**src/design/nps_pkg.sv**
```systemverilog
`timescale 1ns / 1ps
// ----------------------------------------------------------------------------
// nps_pkg: shared types and constants for the next prime search block
// Sequencer state encoding and the fixed constants of the search.
// ----------------------------------------------------------------------------
package nps_pkg;

   typedef enum logic [1:0] {
      ST_IDLE,
      ST_TEST,
      ST_DIV
   } state_type;

   // candidates below this have an empty divisor range
   localparam int SMALL_LIMIT       = 4;
   // first trial divisor once even candidates are ruled out
   localparam int FIRST_ODD_DIVISOR = 3;
   localparam int DIVISOR_STEP      = 2;

endpackage

```
**src/design/nps_serial_div.sv**
```systemverilog
`timescale 1ns / 1ps
// ----------------------------------------------------------------------------
// nps_serial_div: bit-serial restoring divider
// One quotient bit per cycle; WIDTH quotient bits per division after the start pulse.
// ----------------------------------------------------------------------------
module nps_serial_div #(
   parameter int WIDTH = 32
) (
   input  logic             clock,
   input  logic             reset,
   input  logic             start,
   input  logic [WIDTH-1:0] dividend,
   input  logic [WIDTH-1:0] divisor,
   output logic             done,
   output logic [WIDTH-1:0] quotient,
   output logic [WIDTH-1:0] remainder
);

   localparam int CNT_W = $clog2(WIDTH + 1);

   logic [WIDTH-1:0] rem_ff, rem_in;
   logic [WIDTH-1:0] quo_ff, quo_in;
   logic [WIDTH-1:0] dsr_ff;
   logic [CNT_W-1:0] cnt_ff, cnt_in;
   logic             run_ff, run_in;
   logic             done_ff, done_in;
   logic [WIDTH:0]   shifted;
   logic [WIDTH:0]   diff;

   // shift the next dividend bit into the partial remainder and try a subtract
   assign shifted = {rem_ff, quo_ff[WIDTH-1]};
   assign diff    = shifted - {1'b0, dsr_ff};

   always_comb begin
      rem_in  = rem_ff;
      quo_in  = quo_ff;
      cnt_in  = cnt_ff;
      run_in  = run_ff;
      done_in = 1'b0;
      if (start) begin
         rem_in = '0;
         quo_in = dividend;
         cnt_in = CNT_W'(WIDTH);
         run_in = 1'b1;
      end else if (run_ff) begin
         if (!diff[WIDTH]) begin
            rem_in = diff[WIDTH-1:0];
         end else begin
            rem_in = shifted[WIDTH-1:0];
         end
         quo_in = {quo_ff[WIDTH-2:0], ~diff[WIDTH]};
         cnt_in = cnt_ff - 1'b1;
         if (cnt_ff == CNT_W'(1)) begin
            run_in  = 1'b0;
            done_in = 1'b1;
         end
      end
   end

   always_ff @(posedge clock) begin
      if (reset) begin
         run_ff  <= 1'b0;
         done_ff <= 1'b0;
         cnt_ff  <= '0;
      end else begin
         run_ff  <= run_in;
         done_ff <= done_in;
         cnt_ff  <= cnt_in;
      end
   end

   always_ff @(posedge clock) begin
      rem_ff <= rem_in;
      quo_ff <= quo_in;
      if (start) begin
         dsr_ff <= divisor;
      end
   end

   assign done      = done_ff;
   assign quotient  = quo_ff;
   assign remainder = rem_ff;

endmodule

```
**src/design/next_prime_search_core.sv**
```systemverilog
`timescale 1ns / 1ps
// ----------------------------------------------------------------------------
// next_prime_search_core: smallest trial-division prime at or above a value
// Steps candidates upward from the start value and tests each odd one from 5
// up with odd divisors on a bit-serial divider.
// ----------------------------------------------------------------------------
// Pulse start while busy is low to transfer a start value in. The block then
// scans candidates from that value upward and returns the first one with no
// divisor in 2..floor(c/2); 0, 1, 2 and 3 count as prime and a prime start
// value comes back unchanged. If the scan reaches all-ones the result is
// all-ones. The result is shown on rsp_prime_found for exactly one cycle with
// rsp_valid high; there is no back-pressure, so the receiver must take it in
// that cycle. busy drops in the same cycle, so a new start may be issued then.
// Flow: one item at a time. Each candidate is first screened in ST_TEST
// (range, small and even checks); every odd candidate from 5 up tries divisors
// 3, 5, 7 and upward until one divides it or the divisor passes floor(sqrt(c))
// (that last trial is still run), each trial running on the serial divider.
// ----------------------------------------------------------------------------
module next_prime_search_core
   import nps_pkg::*;
#(
   parameter int VALUE_WIDTH = 32
) (
   input  logic                   clock,
   input  logic                   reset,
   input  logic                   start,
   output logic                   busy,
   input  logic [VALUE_WIDTH-1:0] req_start_value,
   output logic                   rsp_valid,
   output logic [VALUE_WIDTH-1:0] rsp_prime_found
);

   state_type state_ff, state_in;

   logic [VALUE_WIDTH-1:0] cand_ff, cand_in;   // candidate under test
   logic [VALUE_WIDTH-1:0] dsr_ff, dsr_in;     // current odd trial divisor
   logic [VALUE_WIDTH-1:0] rsp_ff, rsp_in;
   logic                   rsp_valid_ff, rsp_valid_in;

   logic                   div_start;
   logic                   div_done;
   logic [VALUE_WIDTH-1:0] div_quo;
   logic [VALUE_WIDTH-1:0] div_rem;

   nps_serial_div #(
      .WIDTH (VALUE_WIDTH)
   ) u_div (
      .clock     (clock),
      .reset     (reset),
      .start     (div_start),
      .dividend  (cand_ff),
      .divisor   (dsr_in),
      .done      (div_done),
      .quotient  (div_quo),
      .remainder (div_rem)
   );

   // sequencer: screen a candidate, then run odd trial divisions on it
   always_comb begin
      state_in     = state_ff;
      cand_in      = cand_ff;
      dsr_in       = dsr_ff;
      rsp_in       = rsp_ff;
      rsp_valid_in = 1'b0;
      div_start    = 1'b0;
      unique case (state_ff)
         ST_IDLE: begin
            if (start) begin
               cand_in  = req_start_value;
               state_in = ST_TEST;
            end
         end
         ST_TEST: begin
            if (cand_ff == '1) begin
               // ran off the top: nothing qualifies
               rsp_in       = '1;
               rsp_valid_in = 1'b1;
               state_in     = ST_IDLE;
            end else if (cand_ff < VALUE_WIDTH'(SMALL_LIMIT)) begin
               rsp_in       = cand_ff;
               rsp_valid_in = 1'b1;
               state_in     = ST_IDLE;
            end else if (!cand_ff[0]) begin
               cand_in = cand_ff + 1'b1;
            end else begin
               dsr_in    = VALUE_WIDTH'(FIRST_ODD_DIVISOR);
               div_start = 1'b1;
               state_in  = ST_DIV;
            end
         end
         ST_DIV: begin
            if (div_done) begin
               if (dsr_ff > div_quo) begin
                  // divisor passed sqrt: no factor found
                  rsp_in       = cand_ff;
                  rsp_valid_in = 1'b1;
                  state_in     = ST_IDLE;
               end else if (div_rem == '0) begin
                  cand_in  = cand_ff + 1'b1;
                  state_in = ST_TEST;
               end else begin
                  dsr_in    = dsr_ff + VALUE_WIDTH'(DIVISOR_STEP);
                  div_start = 1'b1;
               end
            end
         end
         default: begin
            state_in = ST_IDLE;
         end
      endcase
   end

   always_ff @(posedge clock) begin
      if (reset) begin
         state_ff     <= ST_IDLE;
         rsp_valid_ff <= 1'b0;
      end else begin
         state_ff     <= state_in;
         rsp_valid_ff <= rsp_valid_in;
      end
   end

   always_ff @(posedge clock) begin
      cand_ff <= cand_in;
      dsr_ff  <= dsr_in;
      rsp_ff  <= rsp_in;
   end

   assign busy            = (state_ff != ST_IDLE);
   assign rsp_valid       = rsp_valid_ff;
   assign rsp_prime_found = rsp_ff;

   // a transfer in always starts a search
   a_start_goes_busy: assert property (@(posedge clock) disable iff (reset)
      (start && !busy) |=> busy)
      else $error("accepted start did not raise busy");

   // exactly one result per item: never two strobes in a row
   a_single_result: assert property (@(posedge clock) disable iff (reset)
      rsp_valid |=> !rsp_valid)
      else $error("result strobe held for more than one cycle");

   // divider completions only arrive while the sequencer waits for them
   a_done_in_div: assert property (@(posedge clock) disable iff (reset)
      div_done |-> (state_ff == ST_DIV))
      else $error("divider finished outside the division state");

   // trial divisors are always odd
   a_odd_divisor: assert property (@(posedge clock) disable iff (reset)
      (state_ff == ST_DIV) |-> dsr_ff[0])
      else $error("even trial divisor in use");

endmodule
```
**config.mk**
```make
export PLATFORM = sky130hd
export DESIGN_NAME = next_prime_search_core
export DESIGN_NICKNAME = d
export VERILOG_FILES = /design/src/design/nps_pkg.sv /design/src/design/nps_serial_div.sv /design/src/design/next_prime_search_core.sv
export SDC_FILE = /design/constraint.sdc
export NUM_CORES = 1
export LEC_CHECK = 0
export BUFFER_PORTS_ARGS = -buffer_cell sky130_fd_sc_hd__buf_2
export CAP_MARGIN = 20
export CORE_ASPECT_RATIO = 1.75
export CORE_UTILIZATION = 30
export DETAILED_ROUTE_END_ITERATION = 8
export SLEW_MARGIN = 20
export SYNTH_ARGS = -nofsm -noshare
export SYNTH_HDL_FRONTEND = slang
export SYNTH_SLANG_ARGS = --single-unit
```
**constraint.sdc**
```tcl
create_clock -name clock -period 5.6 [get_ports clock]
set_input_delay 1.12 -clock clock [delete_from_list [all_inputs] [get_ports clock]]
set_output_delay 1.12 -clock clock [all_outputs]
set_load 0.1 [all_outputs]
```
==> metrics.txt, run 1 <==
# TYPE chip_impl_metric gauge
chip_impl_metric{name="regToRegSetupSlack",unit="ps"} 1730
chip_impl_metric{name="total_leakage_power",unit="uW"} 0.00525
chip_impl_metric{name="synth_enable_flop_cells",unit=""} 128
chip_impl_metric{name="firstDrtPassIters",unit=""} 5
chip_impl_metric{name="floorplan.io_pins",unit=""} 69
chip_impl_info{name="synth-main-ff-cell",value="sky130_fd_sc_hd__edfxtp_1"} 1
chip_impl_metric{name="fillers",unit=""} 3923
chip_impl_metric{name="grt_start_max_net_pins",unit=""} 102
chip_impl_info{name="synth_common_cells",value="sky130_fd_sc_hd__nand2_1, sky130_fd_sc_hd__edfxtp_1, sky130_fd_sc_hd__o21ai_0"} 1
chip_impl_metric{name="routed_wire_length_per_instance",unit="um"} 18.0
chip_impl_info{name="status",value="completed"} 1
chip_impl_metric{name="maxSlewViolCount",unit=""} 0
chip_impl_metric{name="worst-r2r-cell-count",unit=""} 10
chip_impl_metric{name="clk_latency",unit="ps"} 510
chip_impl_info{name="timing.hold.worst_endpoint",value="u_div.remainder[10]"} 1
chip_impl_metric{name="multi_input_comb_area",unit="um^2"} 5880
chip_impl_info{name="synth_top_area_cell",value="sky130_fd_sc_hd__edfxtp_1"} 1
chip_impl_metric{name="worst-endpoint-arrival",unit="ps"} 4240
chip_impl_metric{name="place.gp.congestion",unit=""} 0.894
chip_impl_metric{name="placement_rows",unit=""} 96
chip_impl_metric{name="hold_buffers",unit=""} 0
chip_impl_metric{name="max_cap_viol_count",unit=""} 0
chip_impl_metric{name="start_util",unit="%"} 30.5
chip_impl_info{name="cts_root_buffer",value="sky130_fd_sc_hd__clkbuf_16"} 1
chip_impl_metric{name="synth.yosys.seq_area_share",unit="%"} 44.6
chip_impl_info{name="crit-reg2reg-capture",value="u_div.dsr_ff[28]"} 1
chip_impl_metric{name="drc",unit=""} 0
chip_impl_info{name="setup.worst_path.end_class",value="flip-flop"} 1
chip_impl_metric{name="yosys_warnings",unit=""} 0
chip_impl_metric{name="cts_setup_buffers",unit=""} 0
chip_impl_info{name="critical_path_class",value="reg2reg"} 1
chip_impl_metric{name="tightest_slew",unit="ps"} 1100
chip_impl_metric{name="area_growth_syn_to_layout",unit="%"} 11.4
chip_impl_metric{name="clock_pin_transition_on_the_worst_setup_and_hold_timing_paths",unit="ps"} 70
chip_impl_metric{name="minimum_clock_period",unit="ps"} 3870
chip_impl_metric{name="clock_sinks",unit=""} 203
chip_impl_metric{name="total_vias_in_the_final_route",unit=""} 9576
chip_impl_metric{name="netlist_cell_types",unit=""} 82
chip_impl_metric{name="synth_nets",unit=""} 1392
chip_impl_metric{name="cts_buffers",unit=""} 20
chip_impl_metric{name="finalSetupViolations",unit=""} 0
chip_impl_metric{name="insertedDiodeCount",unit=""} 0
chip_impl_info{name="rr_startpoint",value="u_div.quotient[23]"} 1
chip_impl_metric{name="grt_first_pass_wirelength",unit="um"} 51300
chip_impl_info{name="post-synth-top-count-cell",value="sky130_fd_sc_hd__nand2_1"} 1
chip_impl_metric{name="achievable-frequency",unit="MHz"} 258
chip_impl_metric{name="htree_levels",unit=""} 1
chip_impl_metric{name="post_route_cells_drive_above_1_share",unit="%"} 11.9
chip_impl_metric{name="timing.setup.tns",unit="ps"} 0
chip_impl_info{name="min-delay-start",value="u_div.remainder[9]"} 1
chip_impl_metric{name="synth.cell_area",unit="um^2"} 12000
chip_impl_metric{name="dieWidth",unit="um"} 153
chip_impl_metric{name="hold_path_depth",unit=""} 2
chip_impl_metric{name="design_power_total",unit="uW"} 7610
chip_impl_metric{name="final_layout_net_count",unit=""} 1400
chip_impl_metric{name="biggest_fanout_along_the_worst_timing_path",unit=""} 12
chip_impl_metric{name="asyncSetResetFlopFracSynth",unit="%"} 0
chip_impl_metric{name="portion_of_the_clock_cycle_consumed_by_the_worst_path_in_the_final_layout",unit="%"} 69.2
chip_impl_metric{name="die_area",unit="um^2"} 40800
chip_impl_metric{name="postSynthAreaPerCell",unit="um^2"} 9.35
chip_impl_metric{name="final_hold_viol_count",unit=""} 0
chip_impl_metric{name="ant_nets",unit=""} 0
chip_impl_metric{name="power_per_cell_area",unit="nW/um^2"} 570
chip_impl_info{name="critical_path.startpoint_type",value="flip-flop"} 1
chip_impl_metric{name="syn_inst",unit=""} 1283
chip_impl_metric{name="post_cts_resized",unit=""} 0
chip_impl_metric{name="drt_wirelength",unit="um"} 32300
chip_impl_metric{name="antenna_found_initial",unit=""} 0
chip_impl_metric{name="place.port_buffers",unit=""} 68
chip_impl_metric{name="yosysTopAreaCellShare",unit="%"} 32.1
chip_impl_metric{name="irDropWorstVdd",unit="V"} 0.000362
chip_impl_metric{name="dp.final_hpwl",unit="um"} 23800
chip_impl_metric{name="drt_first_iter_violations",unit=""} 529
chip_impl_metric{name="critical_path_required",unit="ps"} 5960
chip_impl_metric{name="worst_clk_skew",unit="ps"} 17.9
chip_impl_metric{name="design.core.area",unit="um^2"} 39300
chip_impl_metric{name="globalRouteTotalUtil",unit="%"} 15.8
chip_impl_metric{name="grt_pass1_vias",unit=""} 9701
chip_impl_metric{name="regArea",unit="um^2"} 5350
chip_impl_metric{name="max-slew-margin-rel",unit="%"} 26.9
chip_impl_metric{name="grt-ovfl-total",unit=""} 0
chip_impl_metric{name="ys_ff_latch",unit=""} 203
chip_impl_info{name="rsz_0062_raised_after_global_routing",value="no"} 1
chip_impl_metric{name="cts.path.max_buffers",unit=""} 3
chip_impl_metric{name="viasPerCell",unit=""} 5.33
chip_impl_info{name="cells_taking_the_most_area_after_synthesis",value="sky130_fd_sc_hd__edfxtp_1, sky130_fd_sc_hd__dfxtp_1, sky130_fd_sc_hd__ha_1"} 1
chip_impl_info{name="hp-class",value="reg2reg"} 1
chip_impl_info{name="cts_tree",value="built"} 1
chip_impl_metric{name="die_h",unit="um"} 266
worst max-delay path, stage by stage (launching register included):
cell and delay [ps]:
sky130_fd_sc_hd__edfxtp_1 320, sky130_fd_sc_hd__inv_1 50, sky130_fd_sc_hd__ha_1 310, sky130_fd_sc_hd__nand4_1 240, sky130_fd_sc_hd__nor4_1 570, sky130_fd_sc_hd__nand3_1 210, sky130_fd_sc_hd__a211oi_2 730, sky130_fd_sc_hd__and3_1 560
sky130_fd_sc_hd__nand2_1 170, sky130_fd_sc_hd__or4_1 440, sky130_fd_sc_hd__nand3_1 110
sequential cells by signal, indices dropped and copies added (netlist names):
signal,count
rsp_valid,1
dsr_ff,32
u_div.dsr_ff,32
cand_ff,32
state_ff,2
rsp_prime_found,32
u_div.remainder,32
u_div.run_ff,1
u_div.cnt_ff,6
u_div.done,1
u_div.quotient,32
cells in the final DEF, fill, tap and decap left out, types with 22 or more instances in the layout:
cell and count:
sky130_fd_sc_hd__ha_1 73, sky130_fd_sc_hd__xor2_1 29, sky130_fd_sc_hd__a21oi_1 66, sky130_fd_sc_hd__a31oi_1 41, sky130_fd_sc_hd__buf_2 68, sky130_fd_sc_hd__nand3_1 51, sky130_fd_sc_hd__edfxtp_1 128, sky130_fd_sc_hd__nand4_1 23
sky130_fd_sc_hd__xnor2_1 25, sky130_fd_sc_hd__nor2_1 69, sky130_fd_sc_hd__nand2_1 146, sky130_fd_sc_hd__dfxtp_1 74, sky130_fd_sc_hd__o21ai_0 106, sky130_fd_sc_hd__a21o_1 22, sky130_fd_sc_hd__inv_1 94
routing by layer:
layer,vias to the layer above,GRT usage (%),share of wire [%]
met5,-,0,0
met2,236,31.7,56
met4,0,9.69,5.4
met1,4593,15.4,36
li1,4657,-,-
met3,90,1.48,2.8
cell families after synthesis:
| kind of cell | after synthesis | share of synthesized area (%) |
|---|---|---|
| simple gates | 403 | 16.9 |
| compound gates | 343 | 18.7 |
| flops | 203 | 44.6 |
| buf+inv | 191 | 6.61 |
| fa+ha+maj | 74 | 7.78 |
| xor+xnor | 56 | 4.31 |
| mux | 13 | 1.16 |
worst max path at each step:
stage,from,endpoint,slack (ps),cells past startpoint
detailed placement,u_div.quotient[31],cand_ff[31],1670,9
floorplan,u_div.quotient[29],cand_ff[10],540,10
global route,cand_ff[0],u_div.dsr_ff[9],1510,9
finish,u_div.quotient[23],u_div.dsr_ff[28],1730,10
CTS,u_div.quotient[23],cand_ff[5],1630,9
global placement,u_div.quotient[31],cand_ff[25],1760,9
metrics by stage:
stage,hold slack (ps),cell area [um^2],worst slack (ps),std cells,utilization (%)
after global routing,546,13400,1510,1795,34.0
after global placement,496,12600,1760,1758,32.2
final,515,13400,1730,1795,34.0
after floorplan,469,12000,543,1283,-
after detailed placement,508,12600,1670,1758,32.2
after CTS,517,13300,1630,1794,33.9
final cells by class:
class,instances,share of cell area (%)
repair buffers,82,3.48
inverters,95,2.71
well taps,490,4.59
multi-input cells,889,44.0
clock buffers,25,4.05
clock inverters,11,1.19
flip-flops and latches,203,40.0
power breakdown:
group / internal, uW / leakage, uW / total, uW / switching [uW]
combinational: 1110 / 0.00310 / 3430 / 2320
clock: 873 / 0.000341 / 1470 / 595
sequential: 2190 / 0.00180 / 2710 / 523
Note: power is estimated with default switching activity, not from simulation.
==> run 2: changes to the inputs <==
- ABC_AREA: not set -> 1
- clock period: 5.6 -> 3.7 ns (I/O delays scaled with it)
==> run 2 against run 1 <==
Net effect:
- utilization down 0.052 points
- final cell count up 35%
- clock skew is essentially flat
- maximum frequency rose by 15%
- via count increased by 26%
- sequential power is 39% higher
- die area grew 9.6%
- critical path depth rose by 6
- register-to-register slack worse by 1400 ps
- critical path type unchanged
- largest cell class unchanged
==> metrics.txt, run 2 <==
# TYPE chip_impl_metric gauge
chip_impl_metric{name="drc",unit=""} 0
chip_impl_metric{name="cts_buffers",unit=""} 20
chip_impl_metric{name="clock_sinks",unit=""} 203
chip_impl_metric{name="regArea",unit="um^2"} 5350
chip_impl_metric{name="maxSlewViolCount",unit=""} 0
chip_impl_metric{name="synth.yosys.seq_area_share",unit="%"} 40.6
chip_impl_metric{name="globalRouteMet1Util",unit="%"} 17.2
chip_impl_metric{name="clk_latency",unit="ps"} 520
chip_impl_info{name="path_common_cell",value="sky130_fd_sc_hd__nand2_1"} 1
chip_impl_metric{name="synth.cell_area",unit="um^2"} 13200
chip_impl_metric{name="firstDrtPassIters",unit=""} 6
chip_impl_metric{name="irDropWorstVdd",unit="V"} 0.000609
chip_impl_metric{name="area_growth_syn_to_layout",unit="%"} 12.0
chip_impl_info{name="cts_root_buffer",value="sky130_fd_sc_hd__clkbuf_16"} 1
chip_impl_metric{name="post_cts_resized",unit=""} 0
chip_impl_metric{name="final_hold_viol_count",unit=""} 0
chip_impl_metric{name="place.port_buffers",unit=""} 68
chip_impl_metric{name="worst_clk_skew",unit="ps"} 18.2
chip_impl_metric{name="design.core.area",unit="um^2"} 43300
chip_impl_metric{name="biggest_fanout_along_the_worst_timing_path",unit=""} 12
chip_impl_metric{name="grt_first_pass_wirelength",unit="um"} 66500
chip_impl_metric{name="clock_pin_transition_on_the_worst_setup_and_hold_timing_paths",unit="ps"} 70
chip_impl_metric{name="dp.final_hpwl",unit="um"} 34100
chip_impl_info{name="cp_cell_sequence",value="ha_1, fa_1, inv_1, nand2_1, o21ai_2, nand2_1, nand2_1, nand2_1, nand2_1, nand2_1, nand2_1, nand2_1, nand2_1, nand2_1, nand3_1, a21oi_2"} 1
chip_impl_metric{name="synth_nets",unit=""} 1906
chip_impl_info{name="crit-reg2reg-capture",value="u_div.remainder[3]"} 1
chip_impl_metric{name="grt_start_max_net_pins",unit=""} 59
chip_impl_metric{name="routed_wire_length_per_instance",unit="um"} 17.7
chip_impl_metric{name="minimum_clock_period",unit="ps"} 3380
chip_impl_metric{name="floorplan.io_pins",unit=""} 69
chip_impl_metric{name="place.gp.congestion",unit=""} 0.970
chip_impl_info{name="timing.hold.worst_endpoint",value="u_div.cnt_ff[3]"} 1
chip_impl_info{name="most_frequent_cells_in_the_layout",value="sky130_fd_sc_hd__nand2_1, sky130_fd_sc_hd__inv_1, sky130_fd_sc_hd__nor2_1, sky130_fd_sc_hd__nand3_1, sky130_fd_sc_hd__edfxtp_1"} 1
chip_impl_metric{name="placement_rows",unit=""} 101
chip_impl_metric{name="tightest_slew",unit="ps"} 572
chip_impl_info{name="synth-main-ff-cell",value="sky130_fd_sc_hd__edfxtp_1"} 1
chip_impl_metric{name="synth_enable_flop_cells",unit=""} 128
chip_impl_metric{name="timing.final.ws_setup",unit="ps"} 321
chip_impl_metric{name="worst-r2r-cell-count",unit=""} 16
chip_impl_metric{name="max-slew-margin-rel",unit="%"} 61.4
chip_impl_info{name="min-delay-start",value="u_div.cnt_ff[3]"} 1
chip_impl_metric{name="grt.met2_usage",unit="%"} 38.1
chip_impl_metric{name="pre_cts_ws",unit="ps"} 309
chip_impl_metric{name="worst-path-buf-inv",unit=""} 1
chip_impl_metric{name="timing.setup.tns",unit="ps"} 0
chip_impl_metric{name="netlist_cell_types",unit=""} 48
chip_impl_info{name="hp-class",value="reg2reg"} 1
chip_impl_metric{name="hold_buffers",unit=""} 0
chip_impl_metric{name="viasPerCell",unit=""} 5.01
chip_impl_metric{name="finalSetupViolations",unit=""} 0
chip_impl_info{name="critical_path_class",value="reg2reg"} 1
chip_impl_info{name="status",value="completed"} 1
chip_impl_info{name="worst_path_dominant_cell_family",value="simple AND/OR/NAND/NOR gates"} 1
chip_impl_metric{name="ant_nets",unit=""} 0
chip_impl_metric{name="die_area",unit="um^2"} 44700
chip_impl_metric{name="die_h",unit="um"} 279
chip_impl_info{name="global_route.peak_usage_layer",value="met2"} 1
chip_impl_metric{name="yosys_warnings",unit=""} 0
chip_impl_info{name="layout_commonest_cell",value="sky130_fd_sc_hd__nand2_1"} 1
chip_impl_metric{name="multi_input_comb_area",unit="um^2"} 6540
chip_impl_info{name="setup.worst_path.end_class",value="flip-flop"} 1
chip_impl_metric{name="grt_pass1_vias",unit=""} 12520
chip_impl_metric{name="cts_setup_buffers",unit=""} 0
chip_impl_metric{name="final_layout_net_count",unit=""} 1944
chip_impl_info{name="cells_taking_the_most_area_after_synthesis",value="sky130_fd_sc_hd__edfxtp_1, sky130_fd_sc_hd__nand2_1, sky130_fd_sc_hd__dfxtp_1"} 1
chip_impl_info{name="cts_tree",value="built"} 1
chip_impl_metric{name="max_cap_viol_count",unit=""} 0
chip_impl_metric{name="drt_wirelength",unit="um"} 42900
chip_impl_metric{name="insertedDiodeCount",unit=""} 0
chip_impl_metric{name="worst-endpoint-arrival",unit="ps"} 3770
chip_impl_info{name="rsz_0062_raised_after_global_routing",value="no"} 1
chip_impl_info{name="crit_path_top_delay_cell",value="sky130_fd_sc_hd__nand2_1"} 1
chip_impl_metric{name="fillers",unit=""} 4597
chip_impl_metric{name="ys_ff_latch",unit=""} 203
chip_impl_metric{name="power_per_cell_area",unit="nW/um^2"} 675
chip_impl_metric{name="syn_inst",unit=""} 1797
chip_impl_metric{name="grt.met3_usage",unit="%"} 1.56
chip_impl_info{name="synth_common_cells",value="sky130_fd_sc_hd__nand2_1, sky130_fd_sc_hd__inv_1, sky130_fd_sc_hd__nor2_1"} 1
chip_impl_metric{name="cts.path.max_buffers",unit=""} 3
chip_impl_info{name="post-synth-top-count-cell",value="sky130_fd_sc_hd__nand2_1"} 1
chip_impl_metric{name="yosysTopAreaCellShare",unit="%"} 29.2
chip_impl_metric{name="max_stage_delay",unit="ps"} 540
chip_impl_metric{name="grt-ovfl-total",unit=""} 0
chip_impl_metric{name="dieWidth",unit="um"} 160
chip_impl_metric{name="postSynthAreaPerCell",unit="um^2"} 7.32
chip_impl_metric{name="asyncSetResetFlopFracSynth",unit="%"} 0
chip_impl_metric{name="total_vias_in_the_final_route",unit=""} 12099
chip_impl_metric{name="start_util",unit="%"} 30.3
chip_impl_metric{name="portion_of_the_clock_cycle_consumed_by_the_worst_path_in_the_final_layout",unit="%"} 91.3
chip_impl_metric{name="critical_path_depth",unit=""} 16
chip_impl_metric{name="total_leakage_power",unit="uW"} 0.00633
chip_impl_metric{name="drt_first_iter_violations",unit=""} 653
chip_impl_metric{name="regToRegSetupSlack",unit="ps"} 320
chip_impl_info{name="synth_top_area_cell",value="sky130_fd_sc_hd__edfxtp_1"} 1
chip_impl_metric{name="post_route_cells_drive_above_1_share",unit="%"} 9.63
chip_impl_metric{name="globalRouteTotalUtil",unit="%"} 19.2
chip_impl_metric{name="achievable-frequency",unit="MHz"} 296
chip_impl_metric{name="hold_path_depth",unit=""} 2
chip_impl_metric{name="critical_path_required",unit="ps"} 4090
chip_impl_info{name="critical_path.startpoint_type",value="flip-flop"} 1
chip_impl_metric{name="htree_levels",unit=""} 1
chip_impl_info{name="rr_startpoint",value="u_div.dsr_ff[0]"} 1
chip_impl_metric{name="antenna_found_initial",unit=""} 0
## run 2: kinds of logic after synthesis
kind of cell | count (synthesis) | share of synthesized area [%]
DFF | 203 | 40.6
xor gates and xnor gates | 22 | 1.47
AOI/OAI and AO/OA | 276 | 12.0
and+or+nand+nor | 900 | 29.1
buffers and inverters | 322 | 9.71
adders and majority gates | 74 | 7.10
## run 2: metrics by stage
stage | hold slack, ps | total power (uW) | cells | util (%) | area [um^2]
6_report | 490 | 9940 | 2415 | 34.0 | 14700
5_1_grt | 499 | 10500 | 2415 | 34.0 | 14700
4_1_cts | 482 | 10000 | 2415 | 34.0 | 14700
3_5_place_dp | 486 | 7880 | 2379 | 32.4 | 14100
3_3_place_gp | 465 | 7830 | 2379 | 32.4 | 14100
2_1_floorplan | 453 | 6770 | 1797 | - | 13200
## run 2: final cells by class
type | instances | share of cell area [%]
Clock inverter | 7 | 0.365
Inverter | 246 | 6.28
Multi-Input combinational cell | 1272 | 44.4
Clock buffer | 29 | 4.20
Timing Repair Buffer | 92 | 3.62
Tap cell | 566 | 4.81
Sequential cell | 203 | 36.3
## run 2: how the worst max path moves through the flow
| stage | endpoint | slack (ps) | start |
|---|---|---|---|
| floorplan | rsp_prime_found[0] | 470 | dsr_ff[15] |
| global placement | u_div.remainder[12] | 330 | u_div.dsr_ff[0] |
| detailed placement | u_div.remainder[9] | 310 | u_div.dsr_ff[0] |
| CTS | u_div.remainder[3] | 270 | u_div.dsr_ff[0] |
| global route | u_div.remainder[3] | 50 | u_div.quotient[31] |
| finish | u_div.remainder[3] | 320 | u_div.dsr_ff[0] |
## run 2: worst register-to-register path: cells and delay by family, from the launching register on
kind | cells | cell delay [ps]
buffers and inverters | 1 | 100
adder cells (fa/ha/maj) | 2 | 710
flip-flops | 1 | 410
AO/OA/AOI/OAI | 2 | 290
AND/OR/NAND/NOR | 11 | 1760
## run 2: power breakdown
group          switching, uW  total [uW]  leakage [uW]  internal [uW]
Clock                    919        2100      0.000333           1180
Combinational           3210        4070       0.00416            863
Sequential               526        3760       0.00184           3240
## run 2: routing by layer
| metal | up-vias | wire length, um |
|---|---|---|
| met5 | - | 0 |
| met4 | 0 | 3900 |
| met3 | 168 | 1270 |
| met2 | 354 | 23500 |
| met1 | 5613 | 14200 |
| li1 | 5964 | - |
